--- config.mk ---
export PLATFORM = sky130hd
export DESIGN_NAME = content_type_header_parser
export DESIGN_NICKNAME = d
export VERILOG_FILES = /design/src/rtl/ctp_pkg.sv /design/src/rtl/content_type_header_parser.sv /design/src/rtl/ctp_parser.sv /design/src/rtl/ctp_result_fifo.sv
export VERILOG_INCLUDE_DIRS = /design/src /design/src/rtl
export SDC_FILE = /design/constraint.sdc
export NUM_CORES = 1
export LEC_CHECK = 0
export BUFFER_PORTS_ARGS = -buffer_cell sky130_fd_sc_hd__buf_4
export CAP_MARGIN = 10
export CORE_ASPECT_RATIO = 1.2
export CORE_MARGIN = 2
export CORE_UTILIZATION = 39
export DETAILED_ROUTE_END_ITERATION = 7
export PLACE_DENSITY = 0.63
export SLEW_MARGIN = 25
export SYNTH_ARGS = -nofsm -noshare
export SYNTH_HDL_FRONTEND = slang
export SYNTH_HIERARCHICAL = 1
export SYNTH_SLANG_ARGS = --single-unit
export TNS_END_PERCENT = 10
--- constraint.sdc ---
create_clock -name clk -period 4.7 [get_ports clk]
set_input_delay 0.235 -clock clk [delete_from_list [all_inputs] [get_ports clk]]
set_output_delay 0.235 -clock clk [all_outputs]
set_load 0.005 [all_outputs]
--- src/rtl/content_type_header_parser_defines.svh ---
// ----------------------------------------------------------------------------
// Content-Type header parser assertion macros
// Concurrent assertion wrappers used by the parser's result queue.
// ----------------------------------------------------------------------------
`ifndef CONTENT_TYPE_HEADER_PARSER_DEFINES_SVH
`define CONTENT_TYPE_HEADER_PARSER_DEFINES_SVH

`ifndef ASSERT_OFF
`define CTP_ASSERT(label, clk, rst_n, prop) \
	label: assert property (@(posedge clk) disable iff (!rst_n) (prop)) \
		else $error("content_type_header_parser assertion failed");
`define CTP_ASSERT_IMPL(label, clk, rst_n, ante, cons) \
	label: assert property (@(posedge clk) disable iff (!rst_n) (ante) |=> (cons)) \
		else $error("content_type_header_parser assertion failed");
`else
`define CTP_ASSERT(label, clk, rst_n, prop)
`define CTP_ASSERT_IMPL(label, clk, rst_n, ante, cons)
`endif

`endif

--- src/rtl/ctp_pkg.sv ---
// ----------------------------------------------------------------------------
// ctp_pkg
// Types, constants and helper functions of the Content-Type header parser.
// ----------------------------------------------------------------------------
`default_nettype none

package ctp_pkg;

	localparam int TYPE_MAX    = 128;
	localparam int CHARSET_MAX = 32;

	localparam int CHAR_W  = 8;
	localparam int KIND_W  = 2;
	localparam int TCNT_W  = 8;
	localparam int CCNT_W  = 6;
	localparam int PHASE_W = 3;
	localparam int POS_W   = 3;

	localparam int FIFO_DEPTH = 4;
	localparam int PTR_W      = $clog2(FIFO_DEPTH);
	localparam int CNT_W      = $clog2(FIFO_DEPTH + 1);

	localparam logic [KIND_W-1:0] KIND_TYPE    = 2'd0;
	localparam logic [KIND_W-1:0] KIND_CHARSET = 2'd1;
	localparam logic [KIND_W-1:0] KIND_END     = 2'd2;

	localparam logic [CHAR_W-1:0] CH_SEMI  = 8'h3B;
	localparam logic [CHAR_W-1:0] CH_EQ    = 8'h3D;
	localparam logic [CHAR_W-1:0] CH_QUOTE = 8'h22;
	localparam logic [CHAR_W-1:0] CH_SPACE = 8'h20;
	localparam logic [CHAR_W-1:0] CH_NUL   = 8'h00;

	localparam logic [POS_W-1:0] NAME_LEN = 3'd7;

	typedef struct packed {
		logic [CHAR_W-1:0] char_val;
		logic [KIND_W-1:0] kind;
		logic [TCNT_W-1:0] type_count;
		logic [CCNT_W-1:0] charset_count;
		logic              is_last;
	} result_t;

	typedef struct packed {
		logic [1:0] num;
		result_t    r0;
		result_t    r1;
	} push_t;

	function automatic logic is_ws(input logic [CHAR_W-1:0] c);
		is_ws = (c == CH_SPACE) || (c >= 8'h09 && c <= 8'h0D);
	endfunction

	function automatic logic [CHAR_W-1:0] to_lower(input logic [CHAR_W-1:0] c);
		if (c >= 8'h41 && c <= 8'h5A) begin
			to_lower = c + 8'd32;
		end else begin
			to_lower = c;
		end
	endfunction

	function automatic logic [CHAR_W-1:0] name_char(input logic [POS_W-1:0] pos);
		case (pos)
			3'd0: name_char = 8'h63;
			3'd1: name_char = 8'h68;
			3'd2: name_char = 8'h61;
			3'd3: name_char = 8'h72;
			3'd4: name_char = 8'h73;
			3'd5: name_char = 8'h65;
			3'd6: name_char = 8'h74;
			default: name_char = 8'h00;
		endcase
	endfunction

endpackage

`default_nettype wire

--- src/rtl/content_type_header_parser.sv ---
// ----------------------------------------------------------------------------
// content_type_header_parser
// Streams a Content-Type header byte by byte and emits the lowercased media
// type, the charset value and one end transaction per header.
// ----------------------------------------------------------------------------
// The block takes one header byte per clock while in_stall is low. Each byte
// is registered, decoded by the phase machine and its results (the byte's own
// media-type or charset transaction, plus the end transaction when last_byte
// is set) are written into a four-entry result queue. A result reaches the
// output through the input register and the result queue. The queue drains one
// transaction per cycle while out_stall is low, so the input stalls only while
// the queue holds more than two results, which happens when end transactions
// arrive faster than one output per cycle or the output side stalls.
`default_nettype none

module content_type_header_parser import ctp_pkg::*; (
	input  wire logic              clk,
	input  wire logic              arst_n,
	input  wire logic              in_valid,
	output logic                   in_stall,
	input  wire logic [CHAR_W-1:0] byte_in,
	input  wire logic              last_byte,
	output logic                   out_valid,
	input  wire logic              out_stall,
	output logic [CHAR_W-1:0]      out_char,
	output logic [KIND_W-1:0]      out_kind,
	output logic [TCNT_W-1:0]      type_count,
	output logic [CCNT_W-1:0]      charset_count,
	output logic                   is_last
);

	push_t push;
	logic  room;

	ctp_parser u_parser (
		.clk       (clk),
		.arst_n    (arst_n),
		.in_valid  (in_valid),
		.in_stall  (in_stall),
		.byte_in   (byte_in),
		.last_byte (last_byte),
		.room      (room),
		.push      (push)
	);

	ctp_result_fifo u_fifo (
		.clk           (clk),
		.arst_n        (arst_n),
		.push          (push),
		.room          (room),
		.out_valid     (out_valid),
		.out_stall     (out_stall),
		.out_char      (out_char),
		.out_kind      (out_kind),
		.type_count    (type_count),
		.charset_count (charset_count),
		.is_last       (is_last)
	);

endmodule

`default_nettype wire

--- src/rtl/ctp_parser.sv ---
// ----------------------------------------------------------------------------
// ctp_parser
// Input register and per-byte phase machine; produces up to two results.
// ----------------------------------------------------------------------------
`default_nettype none

module ctp_parser import ctp_pkg::*; (
	input  wire logic              clk,
	input  wire logic              arst_n,
	input  wire logic              in_valid,
	output logic                   in_stall,
	input  wire logic [CHAR_W-1:0] byte_in,
	input  wire logic              last_byte,
	input  wire logic              room,
	output push_t                  push
);

	localparam logic [PHASE_W-1:0] PH_TYPE  = 3'd0;
	localparam logic [PHASE_W-1:0] PH_SEEK  = 3'd1;
	localparam logic [PHASE_W-1:0] PH_MATCH = 3'd2;
	localparam logic [PHASE_W-1:0] PH_SKIP  = 3'd3;
	localparam logic [PHASE_W-1:0] PH_SP1   = 3'd4;
	localparam logic [PHASE_W-1:0] PH_SP2   = 3'd5;
	localparam logic [PHASE_W-1:0] PH_VALUE = 3'd6;
	localparam logic [PHASE_W-1:0] PH_DONE  = 3'd7;

	logic              valid_s1;
	logic [CHAR_W-1:0] byte_s1;
	logic              last_s1;

	logic [PHASE_W-1:0] phase_q, phase_n;
	logic [POS_W-1:0]   pos_q, pos_n;
	logic [TCNT_W-1:0]  tkept_q, tkept_n;
	logic [CCNT_W-1:0]  ckept_q, ckept_n;
	logic               quoted_q, quoted_n;

	logic              consume;
	logic              emit;
	logic [KIND_W-1:0] emit_kind;
	logic [CHAR_W-1:0] lc;
	result_t           byte_item;
	result_t           end_item;

	assign in_stall = valid_s1 && !room;
	assign consume  = valid_s1 && room;
	assign lc       = to_lower(byte_s1);

	always_ff @(posedge clk or negedge arst_n) begin
		if (!arst_n) begin
			valid_s1 <= 1'b0;
		end else if (!in_stall) begin
			valid_s1 <= in_valid;
		end
	end

	always_ff @(posedge clk) begin
		if (!in_stall && in_valid) begin
			byte_s1 <= byte_in;
			last_s1 <= last_byte;
		end
	end

	always_comb begin
		phase_n   = phase_q;
		pos_n     = pos_q;
		tkept_n   = tkept_q;
		ckept_n   = ckept_q;
		quoted_n  = quoted_q;
		emit      = 1'b0;
		emit_kind = KIND_CHARSET;
		if (byte_s1 == CH_NUL) begin
			phase_n = PH_DONE;
		end else begin
			case (phase_q)
				PH_TYPE: begin
					if (is_ws(byte_s1)) begin
						phase_n = PH_TYPE;
					end else if (byte_s1 == CH_SEMI) begin
						phase_n = PH_SEEK;
					end else if (tkept_q < TCNT_W'(TYPE_MAX)) begin
						tkept_n   = tkept_q + 1'b1;
						emit      = 1'b1;
						emit_kind = KIND_TYPE;
					end
				end
				PH_SEEK: begin
					if (is_ws(byte_s1) || byte_s1 == CH_SEMI) begin
						phase_n = PH_SEEK;
					end else if (lc == name_char(3'd0)) begin
						pos_n   = 3'd1;
						phase_n = PH_MATCH;
					end else begin
						phase_n = PH_SKIP;
					end
				end
				PH_MATCH: begin
					if (lc == name_char(pos_q)) begin
						if (pos_q + 1'b1 == NAME_LEN) begin
							pos_n   = '0;
							phase_n = PH_SP1;
						end else begin
							pos_n = pos_q + 1'b1;
						end
					end else begin
						pos_n   = '0;
						phase_n = (byte_s1 == CH_SEMI) ? PH_SEEK : PH_SKIP;
					end
				end
				PH_SKIP: begin
					if (byte_s1 == CH_SEMI) begin
						phase_n = PH_SEEK;
					end
				end
				PH_SP1: begin
					if (is_ws(byte_s1)) begin
						phase_n = PH_SP1;
					end else if (byte_s1 == CH_EQ) begin
						phase_n = PH_SP2;
					end else begin
						phase_n = PH_DONE;
					end
				end
				PH_SP2: begin
					if (is_ws(byte_s1)) begin
						phase_n = PH_SP2;
					end else if (byte_s1 == CH_QUOTE) begin
						quoted_n = 1'b1;
						phase_n  = PH_VALUE;
					end else if (byte_s1 == CH_SEMI) begin
						phase_n = PH_DONE;
					end else begin
						quoted_n = 1'b0;
						phase_n  = PH_VALUE;
						if (ckept_q < CCNT_W'(CHARSET_MAX)) begin
							ckept_n = ckept_q + 1'b1;
							emit    = 1'b1;
						end
					end
				end
				PH_VALUE: begin
					if (quoted_q ? (byte_s1 == CH_QUOTE)
							: (byte_s1 == CH_SEMI || is_ws(byte_s1))) begin
						phase_n = PH_DONE;
					end else if (ckept_q < CCNT_W'(CHARSET_MAX)) begin
						ckept_n = ckept_q + 1'b1;
						emit    = 1'b1;
					end
				end
				default: begin
					phase_n = PH_DONE;
				end
			endcase
		end
	end

	always_comb begin
		byte_item.char_val      = lc;
		byte_item.kind          = emit_kind;
		byte_item.type_count    = tkept_n;
		byte_item.charset_count = ckept_n;
		byte_item.is_last       = 1'b0;
		end_item.char_val       = CH_NUL;
		end_item.kind           = KIND_END;
		end_item.type_count     = tkept_n;
		end_item.charset_count  = ckept_n;
		end_item.is_last        = 1'b1;
		push.r0  = emit ? byte_item : end_item;
		push.r1  = end_item;
		push.num = consume ? ({1'b0, emit} + {1'b0, last_s1}) : 2'd0;
	end

	always_ff @(posedge clk or negedge arst_n) begin
		if (!arst_n) begin
			phase_q  <= PH_TYPE;
			pos_q    <= '0;
			tkept_q  <= '0;
			ckept_q  <= '0;
			quoted_q <= 1'b0;
		end else if (consume) begin
			if (last_s1) begin
				phase_q  <= PH_TYPE;
				pos_q    <= '0;
				tkept_q  <= '0;
				ckept_q  <= '0;
				quoted_q <= 1'b0;
			end else begin
				phase_q  <= phase_n;
				pos_q    <= pos_n;
				tkept_q  <= tkept_n;
				ckept_q  <= ckept_n;
				quoted_q <= quoted_n;
			end
		end
	end

endmodule

`default_nettype wire

--- src/rtl/ctp_result_fifo.sv ---
// ----------------------------------------------------------------------------
// ctp_result_fifo
// Four-entry result queue; takes up to two results a cycle, gives one while out_stall is low.
// ----------------------------------------------------------------------------
`default_nettype none

`include "content_type_header_parser_defines.svh"

module ctp_result_fifo import ctp_pkg::*; (
	input  wire logic              clk,
	input  wire logic              arst_n,
	input  wire push_t             push,
	output logic                   room,
	output logic                   out_valid,
	input  wire logic              out_stall,
	output logic [CHAR_W-1:0]      out_char,
	output logic [KIND_W-1:0]      out_kind,
	output logic [TCNT_W-1:0]      type_count,
	output logic [CCNT_W-1:0]      charset_count,
	output logic                   is_last
);

	result_t           entry_q [FIFO_DEPTH];
	logic [PTR_W-1:0]  wr_ptr_q;
	logic [PTR_W-1:0]  rd_ptr_q;
	logic [CNT_W-1:0]  count_q;
	logic              pop;
	result_t           head;

	assign pop       = out_valid && !out_stall;
	assign out_valid = (count_q != '0);
	assign room      = (count_q <= CNT_W'(FIFO_DEPTH - 2));
	assign head      = entry_q[rd_ptr_q];

	assign out_char      = head.char_val;
	assign out_kind      = head.kind;
	assign type_count    = head.type_count;
	assign charset_count = head.charset_count;
	assign is_last       = head.is_last;

	always_ff @(posedge clk) begin
		if (push.num != 2'd0) begin
			entry_q[wr_ptr_q] <= push.r0;
		end
		if (push.num == 2'd2) begin
			entry_q[wr_ptr_q + 1'b1] <= push.r1;
		end
	end

	always_ff @(posedge clk or negedge arst_n) begin
		if (!arst_n) begin
			wr_ptr_q <= '0;
			rd_ptr_q <= '0;
			count_q  <= '0;
		end else begin
			wr_ptr_q <= wr_ptr_q + PTR_W'(push.num);
			rd_ptr_q <= rd_ptr_q + PTR_W'(pop);
			count_q  <= count_q + CNT_W'(push.num) - CNT_W'(pop);
		end
	end

	`CTP_ASSERT(a_count_bound, clk, arst_n, count_q <= CNT_W'(FIFO_DEPTH))
	`CTP_ASSERT(a_push_fits, clk, arst_n, !(push.num != 2'd0 && !room))
	`CTP_ASSERT(a_push_num, clk, arst_n, push.num != 2'd3)
	`CTP_ASSERT_IMPL(a_drain, clk, arst_n, pop && push.num == 2'd0,
		count_q == $past(count_q) - 1'b1)

endmodule

`default_nettype wire
# Word-level counts from Yosys, hierarchy flattened
# Memories as Yosys holds them, arrays and structs flattened.
# Index checks and enable logic that the tools add are counted.
dict set report op_classes {
  n_lt_le_gt_ge 7
  muxes 69
  add_sub_neg 10
  eq_ne 27
  reduce_logical 21
}
# cell n
set ops {}
lappend ops {{$mux W8} 9}
lappend ops {{$mux W3} 17}
lappend ops {{$pmux W7 S7} 1}
lappend ops {{$mux W6} 7}
lappend ops {{$eq A8 B6 Y1 const B} 4}
lappend ops {{$mux W25} 1}
lappend ops {{$mux W1} 23}
lappend ops {{$eq A3 B3 Y1 const B} 7}
lappend ops {{$pmux W3 S7} 1}
lappend ops {{$mux W2} 7}
lappend ops {{$eq A3 B2 Y1 const B} 4}
lappend ops {{$pmux W6 S2} 1}
lappend ops {{$reduce_and A5 Y1} 2}
lappend ops {{$add A8 B1 Y8 const B} 1}
lappend ops {{$add A8 B6 Y8 const B} 1}
lappend ops {{$eq A8 B7 Y1 const B} 1}
lappend ops {{$eq A8 B8 Y1} 1}
lappend ops {{$ge A8 B4 Y1 const B} 1}
lappend ops {{$ge A8 B7 Y1 const B} 1}
lappend ops {{$le A8 B4 Y1 const B} 1}
lappend ops {{$le A8 B7 Y1 const B} 1}
lappend ops {{$logic_not A8 Y1} 1}
lappend ops {{$lt A8 B8 Y1 const B} 1}
lappend ops {{$add A6 B1 Y6 const B} 1}
lappend ops {{other kinds (25)} 39}
dict set report word_totals {
  ram_bits 100
  wordCells 146
  ff_bits 38
  in_bits 13
  mem_count 1
}
# name words width rd rd_clocked_by_memory_dff wr line_no
set memory_table {}
lappend memory_table {u_fifo.entry_q 4 25 1 0 2 ctp_result_fifo.sv:23} ;# result_t entry_q [FIFO_DEPTH];

# Logic depth before layout (Yosys ltp)
dict set report logic_depth {
  word_depth 13
  mapped_depth 15
  ltp_nobuf 14
}

# By module
# Netlist, hierarchy kept.
# mod n_inst area_each_um2 cells_per_inst
set by_module_without_submodules {}
lappend by_module_without_submodules {ctp_result_fifo 1 5238.8 282}
lappend by_module_without_submodules {ctp_parser 1 2703.8 325}

# Least setup slack after synthesis
# OpenSTA, ideal clock, no wires.
dict set report synth_timing {
  path_kind {register to register}
  from {register u_parser.byte_s1[5]}
  to {memory u_fifo/entry_q[0][0] in the netlist's numbering (enable)}
  required_time_ns 4.255
  path_buffers 1
  t_arrival_ns 4.401
  path_slack_ns -0.146
  path_stages_with_launch 13
  cell_sequence {edfxtp_1 buf_2 nor3_1 o311ai_0 a32oi_1 o21ai_1 a32o_1 nand2_1 inv_1 ha_1 and3_1 nor2_1 o31ai_1}
}
# item line_no
set synth_lines {}
lappend synth_lines {{start, declared} ctp_parser.sv:28} ;# logic [CHAR_W-1:0] byte_s1;
lappend synth_lines {{start signal, assigned} ctp_parser.sv:58} ;# byte_s1 <= byte_in;
lappend synth_lines {{end, declared} ctp_result_fifo.sv:23}

==> results.py <==
metrics = {
    "worst_setup_path": {
        "crit_type": "flop to flop",
        "critical_path_required_ns": 4.86,
        "max_stage_delay_ns": 0.52,
        "crit_start": "u_parser/byte_s1[5]$_DFFE_PP_",
        "r2r-start": "u_parser/byte_s1[5]$_DFFE_PP_",
        "worst_setup_path_start_kind": "flop",
        "crit_slowest_cell": "edfxtp_1",
        "path_cells": "nor3_1 -> o311ai_0 -> a32oi_1 -> o21ai_1 -> a32o_1 -> nand2_1 -> inv_1 -> ha_1 -> and3_1 -> nand2b_2 -> nor3b_4 -> buf_4 -> mux2_2",
        "path_buf_inv": 2,
        "end_kind": "flop",
        "path_max_fanout": 19,
        "critPathArrivalTime_ns": 4.47,
        "cp_top_family": "simple AND/OR/NAND/NOR gates",
    },
    "place": {
        "hpwl_um": 11200,
        "place_area_mm2": 0.00837,
        "dp_slack_ns": 0.447,
        "gp_congestion": 0.831,
        "placed_cells": 874,
        "io_buffers": 39,
    },
    "finish": {
        "n_antenna_cell": 0,
        "fin_nets": 664,
        "final_area_mm2": 0.00907,
        "stdcell_count": 916,
        "drive_gt1_frac": 0.347,
        "syn2layout_area_growth_pct": 14.2,
    },
    "yosys": {
        "synth_area_mm2": 0.00794,
        "synthCells": 607,
        "syn_area_per_cell_um2": 13.1,
        "synth_top_cells_by_count": "edfxtp_1 (109), mux2_2 (100), nand2_1 (35)",
        "ys_types": 74,
        "async_flop_share": 0.210,
        "synth.most_common_cell": "edfxtp_1",
        "yosys_warnings": 6,
        "synth_top_area_frac": 0.412,
        "ys_seq_elements": 138,
        "ys_top_cells_by_area": "edfxtp_1 (41%), mux2_2 (14%), dfrtp_1 (9.1%), mux4_2 (7.1%), buf_4 (3.0%)",
        "synth_seq_area_share": 0.503,
        "synth_edf_count": 109,
        "synth_ff_type": "edfxtp_1",
        "synth_largest_area_cell": "edfxtp_1",
    },
    "floorplanning": {
        "die_h_um": 160,
        "row_count": 57,
        "initial_utilization": 0.395,
        "fp.dieArea_mm2": 0.0215,
        "die_x_um": 134,
        "pin_count": 40,
        "core_mm2": 0.0201,
    },
    "clock_network": {
        "cts_tree": "done",
        "holdBufCountCts": 10,
        "insertion_delay_ns": 0.42,
        "post_cts_resized": 0,
        "post_cts_buffers": 0,
        "cts_num_sinks": 138,
        "cts-htree-levels": 4,
        "clock-root-buffer": "clkbuf_16",
        "cts_buffer_depth": 2,
        "path_clk_slew_ns": 0.06,
        "cts_buffers": 17,
    },
    "detailed_routing": {
        "antenna_left": 0,
        "drc": 0,
        "vias": 4917,
        "avgViaCountPerCell": 5.37,
        "drt_wl_total_um": 16900,
        "wl_per_cell_um": 18.5,
        "drt-initial-drc-count": 329,
        "first_pass_iters": 5,
    },
    "hold_path": {
        "worstHoldStart": "in_valid",
        "hold_path_class": "input port to flop",
    },
    "power": {
        "power.leakage_nw": 3.41,
        "power.density_mw_per_mm2": 612,
        "ir_worst_vdd_v": 0.000287,
    },
    "sta": {
        "final_hold_viol_count": 0,
        "finalCritPeriodShare": 0.916,
        "period_needed_ns": 4.31,
        "setup_violations": 0,
        "whs_ns": 0.0176,
        "worst_slack_ns": 0.395,
        "skew_ns": 0.00921,
        "worstMarginPinSlew_ns": 0.842,
        "max_freq_mhz": 232,
        "slew_headroom": 0.433,
        "rsz0062_at_grt": "no",
        "slew_violations": 0,
        "fin_tns_setup_ns": 0,
    },
    "global_routing": {
        "overflow": 0,
        "grt.total_usage": 0.163,
        "grt_antenna_before_repair": 0,
        "grt_pass1_vias": 5047,
        "grt_pass1_wl_um": 26900,
        "grt_max_degree": 30,
    },
    "run": {
        "drv_cap": 0,
    },
    "run_status": {
        "outcome": "completed",
    },
}
-- cell usage in the layout (no fill, tap or decap), types with 3 or more instances in the layout --
master / synthesis / routed
xnor2_1: 13 / 13
nor4_1: 3 / 3
a221o_1: 3 / 3
clkinv_2: 0 / 4
inv_1: 17 / 17
mux2_2: 100 / 100
dlygate4sd3_1: 0 / 10
a21o_1: 4 / 4
nand3_1: 10 / 10
nand2b_1: 8 / 8
and3_1: 6 / 6
conb_1: 2 / 11
xor2_1: 5 / 5
o211a_1: 3 / 3
nand2_1: 35 / 35
a21oi_1: 7 / 7
o211ai_1: 5 / 5
a31oi_1: 6 / 6
nor2_1: 25 / 24
mux4_2: 25 / 25
a32o_1: 3 / 3
buf_4: 32 / 50
nor2b_1: 9 / 8
ha_1: 12 / 12
bufinv_16: 0 / 3
and2_1: 14 / 14
nor3_1: 10 / 10
nand4_1: 8 / 8
clkbuf_16: 0 / 17
o21ai_0: 17 / 17
dfrtp_1: 29 / 29
edfxtp_1: 109 / 109
mux2i_1: 5 / 5
inv_6: 0 / 4
-- stage by stage --
step                power [mW]  utilization
global placement          4.17        0.416
CTS                       5.61        0.451
finish                    5.55        0.451
detailed placement        4.24        0.416
floorplan                 3.52            -
global route              5.87        0.451
-- sequential cells by signal, indices dropped and copies added, names as in the netlist --
signal,cells
u_fifo/entry_q,100
u_parser/byte_s1,8
u_parser/tkept_q,8
u_parser/ckept_q,6
u_fifo/count_q,3
u_parser/phase_q,3
u_parser/pos_q,3
u_fifo/rd_ptr_q,2
u_fifo/wr_ptr_q,2
u_parser/last_s1,1
u_parser/quoted_q,1
u_parser/valid_s1,1
-- worst paths after layout --
check | endpoint | slack (ns) | cells after the start
worst min-delay path | u_parser/valid_s1$_DFFE_PN0N_ | 0.02 | 2
max in group asynchronous | u_parser/ckept_q[4]$_DFFE_PN0P_ | 4.10 | 2
worst max register to register | u_fifo/entry_q[2][15]$_DFFE_PP_ | 0.39 | 13
min in group asynchronous | u_parser/ckept_q[2]$_DFFE_PN0P_ | 0.29 | 2
worst max-delay path | u_fifo/entry_q[2][15]$_DFFE_PP_ | 0.39 | 13
worst min register to register | u_fifo/rd_ptr_q[1]$_DFF_PN0_ | 0.49 | 1
-- final cells by class --
| class | count | area [um^2] |
|---|---|---|
| clock buffers | 18 | 429 |
| clock inverters | 14 | 169 |
| fillers | 1807 | 11000 |
| inverters | 17 | 63.8 |
| multi-input cells | 402 | 3560 |
| flip-flops and latches | 138 | 4000 |
| well taps | 265 | 332 |
| repair buffers | 62 | 515 |
-- per-layer routing --
metal,GRT usage,vias to the layer above,wire [um],part of all wire
li1,-,2350,-,-
met1,0.192,2437,6720,0.40
met2,0.299,115,9240,0.55
met3,0.0294,15,759,0.045
met4,0.0531,0,210,0.012
met5,0,-,0,0
-- cells by family after synthesis --
logic type,count (synthesis),synth area share
simple gates,149,0.105
flops,138,0.503
mux,131,0.220
compound gates,80,0.0737
buf+inv,76,0.0551
xor+xnor,18,0.0198
fa+ha+maj,13,0.0214
other cells,2,0.000946
-- power breakdown --
group | total (mW) | internal, mW | switching, mW
Clock | 1.35 | 0.837 | 0.517
Sequential | 2.06 | 1.83 | 0.227
Combinational | 2.14 | 1.07 | 1.07
Total | 5.55 | 3.74 | 1.82
(Power assumes the default switching activity.)
